## src/rtl/uer_pkg.sv

```systemverilog
// Shared types and constants for the UART echo ring buffer block.
`timescale 1ns / 1ps

package uer_pkg;

    // Operation codes carried on the input tuser field.
    typedef enum logic [1:0] {
        OP_LINE_RX  = 2'd0,
        OP_HOST_WR  = 2'd1,
        OP_TX_READY = 2'd2,
        OP_HOST_RD  = 2'd3
    } t_op;

    localparam logic [7:0] CH_CR = 8'h0D;
    localparam logic [7:0] CH_LF = 8'h0A;

    // Width of the fill counts reported with each result.
    localparam int FILL_W = 10;

    // Width of the packed result word on the output tdata.
    localparam int RES_W = 40;

    // Command from the sequencer to one ring FIFO.
    typedef struct packed {
        logic       push;
        logic       pop;
        logic [7:0] wdata;
    } t_fifo_cmd;

endpackage

```

## src/rtl/uer_fifo.sv

```systemverilog
// One byte ring FIFO: storage memory with head pointer and entry count.
`timescale 1ns / 1ps

module uer_fifo
    import uer_pkg::*;
#(
    parameter int DEPTH = 512,
    parameter int AW    = $clog2(DEPTH),
    parameter int CW    = $clog2(DEPTH + 1)
) (
    input  logic          i_clk,
    input  logic          i_rst_n,
    input  t_fifo_cmd     i_cmd,
    output logic [CW-1:0] o_count,
    output logic [7:0]    o_rdata
);

    logic [7:0]    r_mem [DEPTH];
    logic [7:0]    r_rdata;
    logic [AW-1:0] r_head;
    logic [CW-1:0] r_count;
    logic [AW-1:0] n_head;
    logic [CW-1:0] n_count;

    logic [CW:0]   w_sum;
    logic [CW:0]   w_sum_wrap;
    logic [AW-1:0] w_wr_idx;
    logic [AW:0]   w_head_inc;

    // Tail slot is head plus count, folded back once into the ring.
    always_comb begin
        w_sum      = (CW+1)'(r_head) + (CW+1)'(r_count);
        w_sum_wrap = (w_sum >= (CW+1)'(DEPTH)) ? (w_sum - (CW+1)'(DEPTH)) : w_sum;
        w_wr_idx   = w_sum_wrap[AW-1:0];
        w_head_inc = (AW+1)'(r_head) + (AW+1)'(1);
    end

    always_comb begin
        n_head  = r_head;
        n_count = r_count;
        if (i_cmd.push) begin
            n_count = r_count + CW'(1);
        end else if (i_cmd.pop) begin
            n_count = r_count - CW'(1);
            n_head  = (w_head_inc == (AW+1)'(DEPTH)) ? '0 : w_head_inc[AW-1:0];
        end
    end

    always_ff @(posedge i_clk) begin
        if (!i_rst_n) begin
            r_head  <= '0;
            r_count <= '0;
        end else begin
            r_head  <= n_head;
            r_count <= n_count;
        end
    end

    always_ff @(posedge i_clk) begin
        if (i_cmd.push) begin
            r_mem[w_wr_idx] <= i_cmd.wdata;
        end
        if (i_cmd.pop) begin
            r_rdata <= r_mem[r_head];
        end
    end

    assign o_count = r_count;
    assign o_rdata = r_rdata;

endmodule

```

## config.mk

```make
export PLATFORM = sky130hd
export DESIGN_NAME = uer_fifo
export DESIGN_NICKNAME = d
export VERILOG_FILES = /design/src/rtl/uer_pkg.sv /design/src/rtl/uer_fifo.sv
export SDC_FILE = /design/constraint.sdc
export NUM_CORES = 2
export LEC_CHECK = 0
export BUFFER_PORTS_ARGS = -buffer_cell sky130_fd_sc_hd__buf_4
export CORE_MARGIN = 4
export CORE_UTILIZATION = 40
export DETAILED_ROUTE_END_ITERATION = 6
export PLACE_DENSITY = 0.56
export SLEW_MARGIN = 25
export SYNTH_ARGS = -nofsm -noshare
export SYNTH_HDL_FRONTEND = slang
export SYNTH_SLANG_ARGS = --single-unit
```

## constraint.sdc

```tcl
create_clock -name i_clk -period 9.7 [get_ports i_clk]
set_input_delay 1.455 -clock i_clk [delete_from_list [all_inputs] [get_ports i_clk]]
set_output_delay 1.455 -clock i_clk [all_outputs]
set_load 0.03 [all_outputs]
```

==> results.sh <==
export IMPL_start_util_pct=40.3
export IMPL_grt_overflow=0
export IMPL_async_flop_share_pct=0
export IMPL_syn_mean_instance_area_um2=20.8
export IMPL_grt_pass1_vias=85600
export IMPL_rsz0062_at_grt="false"
export IMPL_drive_above_1_share_pct=29.8
export IMPL_clock_fmax_mhz=165
export IMPL_crit_required_ns=10.32
export IMPL_clk_latency_ns=0.99
export IMPL_io_pins=30
export IMPL_grt_max_degree=193
export IMPL_grt_total_usage_pct=23.7
export IMPL_setup_viol=0
export IMPL_yosysWarnings=0
export IMPL_cp_arrival_ns=6.69
export IMPL_leakagePower_nw=55.9
export IMPL_cts_inserted_buffers=416
export IMPL_final_hold_violation_count=0
export IMPL_cts_hold_buf=0
export IMPL_post_route_min_period_ns=6.07
export IMPL_netlist_instances=7814
export IMPL_die_w_um=646
export IMPL_root_buffer="clkbuf_16"
export IMPL_drt_initial_drc_count=11300
export IMPL_hold_path_class="register to register"
export IMPL_area_delta_synth_final_pct=16.6
export IMPL_cts_tree="yes"
export IMPL_ys_top_cells_by_area="edfxtp_1 76%, mux4_2 13%, mux2i_1 2.1%"
export IMPL_vias_per_cell=6.21
export IMPL_port_buffers=29
export IMPL_final_nets=8138
export IMPL_endpoint_kind="register"
export IMPL_final_fill_count=32900
export IMPL_worst_r2r_setup_slack_ns=3.63
export IMPL_postCtsSetupRepairBufs=0
export IMPL_syn_cell_area_um2=163000
export IMPL_synth_seq_cells=4123
export IMPL_coreArea_um2=404000
export IMPL_synth_top_cell_area_share_pct=75.8
export IMPL_vdd_drop_max_mv=0.141
export IMPL_antenna_found_initial=27
export IMPL_dpl_hpwl_um=305000
export IMPL_slowest_stage="dfxtp_4"
export IMPL_wl_um=501000
export IMPL_rows=233
export IMPL_dp_cells=13100
export IMPL_worstMarginPinSlew_ns=1.21
export IMPL_synth_nets=7845
export IMPL_dieArea_um2=417000
export IMPL_ant_nets=0
export IMPL_ys_types=79
export IMPL_pwr_density_cell_nw_per_um2=207
export IMPL_cap_violations=0
export IMPL_yosysTopAreaCell="edfxtp_1"
export IMPL_place_gp_congestion=0.876
export IMPL_ys_flop_type="edfxtp_1"
export IMPL_dp_slack_ns=3.48
export IMPL_worstPathCellList="ha_1 -> inv_1 -> fa_1 -> nor2b_1 -> o21ai_0 -> a21boi_1 -> o21a_1 -> o22a_1 -> xor2_4 -> buf_12 -> buf_6 -> nor4_2"
export IMPL_fin_ws_ns=3.63
export IMPL_critPathKind="register to register"
export IMPL_finalNonFillerCells=13900
export IMPL_critPathLaunchType="register"
export IMPL_finClkSkew_ns=0.0635
export IMPL_drcViolationCount=0
export IMPL_vias=86100
export IMPL_setup_tns_ns=0
export IMPL_firstDrtPassIters=6
export IMPL_relSlewSlack_pct=19.3
export IMPL_p_total_mw=39.3
export IMPL_critPathMaxFanout=90
export IMPL_cts_resized=0
export IMPL_synth_edff_count=4104
export IMPL_htree_levels=5
export IMPL_die_y_um=646
export IMPL_cts_sinks=4123
export IMPL_finalCritPeriodShare_pct=62.6
export IMPL_clk_pin_slew_worst_paths_ns=0.06
export IMPL_drv_slew=0
export IMPL_grt_pass1_wl_um=697000
export IMPL_status="finished, final reports clean"
export IMPL_wire_per_inst_um=36.1
export IMPL_yosysSeqAreaShare_pct=76.0
export IMPL_clock_path_buffers=4
export IMPL_critPathMaxStageDelay_ns=0.90
export IMPL_fin_util_pct=47.0
## Yosys cell counts, types with 36 or more instances
cell type  instances
buf_2            148
nand3_1          126
buf_6             44
a221oi_1          71
a211oi_1          44
mux2i_1          335
nor3_1            37
buf_1             36
nor2_1            99
a21oi_1          133
o221ai_1          39
nand2_1          160
buf_4             47
mux4_2           918
a22oi_1          133
o21ai_0           85
edfxtp_1        4104
clkbuf_1         275
o22ai_1           73
nor4_1           526
## critical path, delay by kind of cell, from the launching register on
kind | cells | cell delay, ns
AO/OA/AOI/OAI | 4 | 1.09
buffers and inverters | 3 | 1.58
adder cells (fa/ha/maj) | 2 | 0.79
AND/OR/NAND/NOR | 2 | 0.42
XOR/XNOR | 1 | 0.81
flip-flops | 1 | 0.90
## sequential cells by signal, summed over array words and instances (netlist names)
name,flops
r_mem,4096
o_count,10
r_head,9
o_rdata,8
## per-stage QoR
stage                     cell area, um2  hold WS, ns
after floorplan                   163000        0.607
after global placement            173000        0.627
after detailed placement          174000        0.624
after CTS                         188000        0.635
after global routing              190000        0.651
final                             190000        0.634
## power by group
| group | total, mW | internal, mW | leakage (nW) | switching (mW) |
|---|---|---|---|---|
| registers | 19.7 | 19.7 | 37.0 | 0.0607 |
| logic | 3.38 | 0.872 | 12.2 | 2.51 |
| clock network | 16.2 | 9.28 | 6.63 | 6.88 |
| total | 39.3 | 29.8 | 55.9 | 9.45 |
## logic make-up after synthesis
group | Yosys count | share of synthesized area [%]
and+or+nand+nor | 1033 | 3.47
buffers and inverters | 596 | 2.02
adders and majority gates | 19 | 0.155
DFF | 4123 | 76.0
xor gates and xnor gates | 25 | 0.135
AOI/OAI and AO/OA | 742 | 3.21
muxes | 1276 | 15.0
## layout make-up
| type | count | area [um2] | area share, % |
|---|---|---|---|
| diodes | 12 | 30.0 | 0.0158 |
| clock buffers | 479 | 10700 | 5.65 |
| clock inverters | 274 | 2860 | 1.51 |
| inverters | 18 | 80.1 | 0.0422 |
| multi-input cells | 3095 | 41400 | 21.8 |
| flip-flops and latches | 4123 | 124000 | 65.2 |
| well taps | 5405 | 6760 | 3.57 |
| repair buffers | 453 | 4130 | 2.18 |
## path summary, 6_finish.rpt
| kind | from | endpoint | cells past startpoint |
|---|---|---|---|
| hold / removal | o_count[4]$_SDFFE_PN0P_ | o_count[4]$_SDFFE_PN0P_ | 2 |
| hold reg to reg | o_count[4]$_SDFFE_PN0P_ | o_count[4]$_SDFFE_PN0P_ | 2 |
| setup reg to reg | r_head[0]$_SDFFE_PN0P_ | r_mem[277][4]$_DFFE_PP_ | 12 |
| setup / recovery | r_head[0]$_SDFFE_PN0P_ | r_mem[277][4]$_DFFE_PP_ | 12 |
## cells in the final DEF, fill, tap and decap left out, types with 36 or more instances in the layout
cell type	netlist	final
a211oi_1	44	43
a21oi_1	133	133
a221oi_1	71	71
a22oi_1	133	133
buf_12	9	36
buf_4	47	391
bufinv_16	0	51
clkbuf_1	275	60
clkbuf_16	0	419
clkinv_1	1	93
clkinv_2	0	86
edfxtp_1	4104	4104
mux2i_1	335	335
mux4_2	918	918
nand2_1	160	155
nand3_1	126	115
nor2_1	99	89
nor3_1	37	36
nor4_1	526	74
nor4_2	0	153
nor4_4	0	299
o21ai_0	85	71
o221ai_1	39	39
o22ai_1	73	73
## routing by layer
metal / up-vias / global-route usage [%] / share of wire (%)
met5: - / 0.252 / 0.032
met4: 4 / 9.84 / 4.7
met3: 888 / 5.04 / 9.0
met2: 4572 / 36.7 / 47
met1: 46500 / 32.5 / 40
li1: 34100 / - / -
No activity file was read; power rests on OpenSTA's default activity.
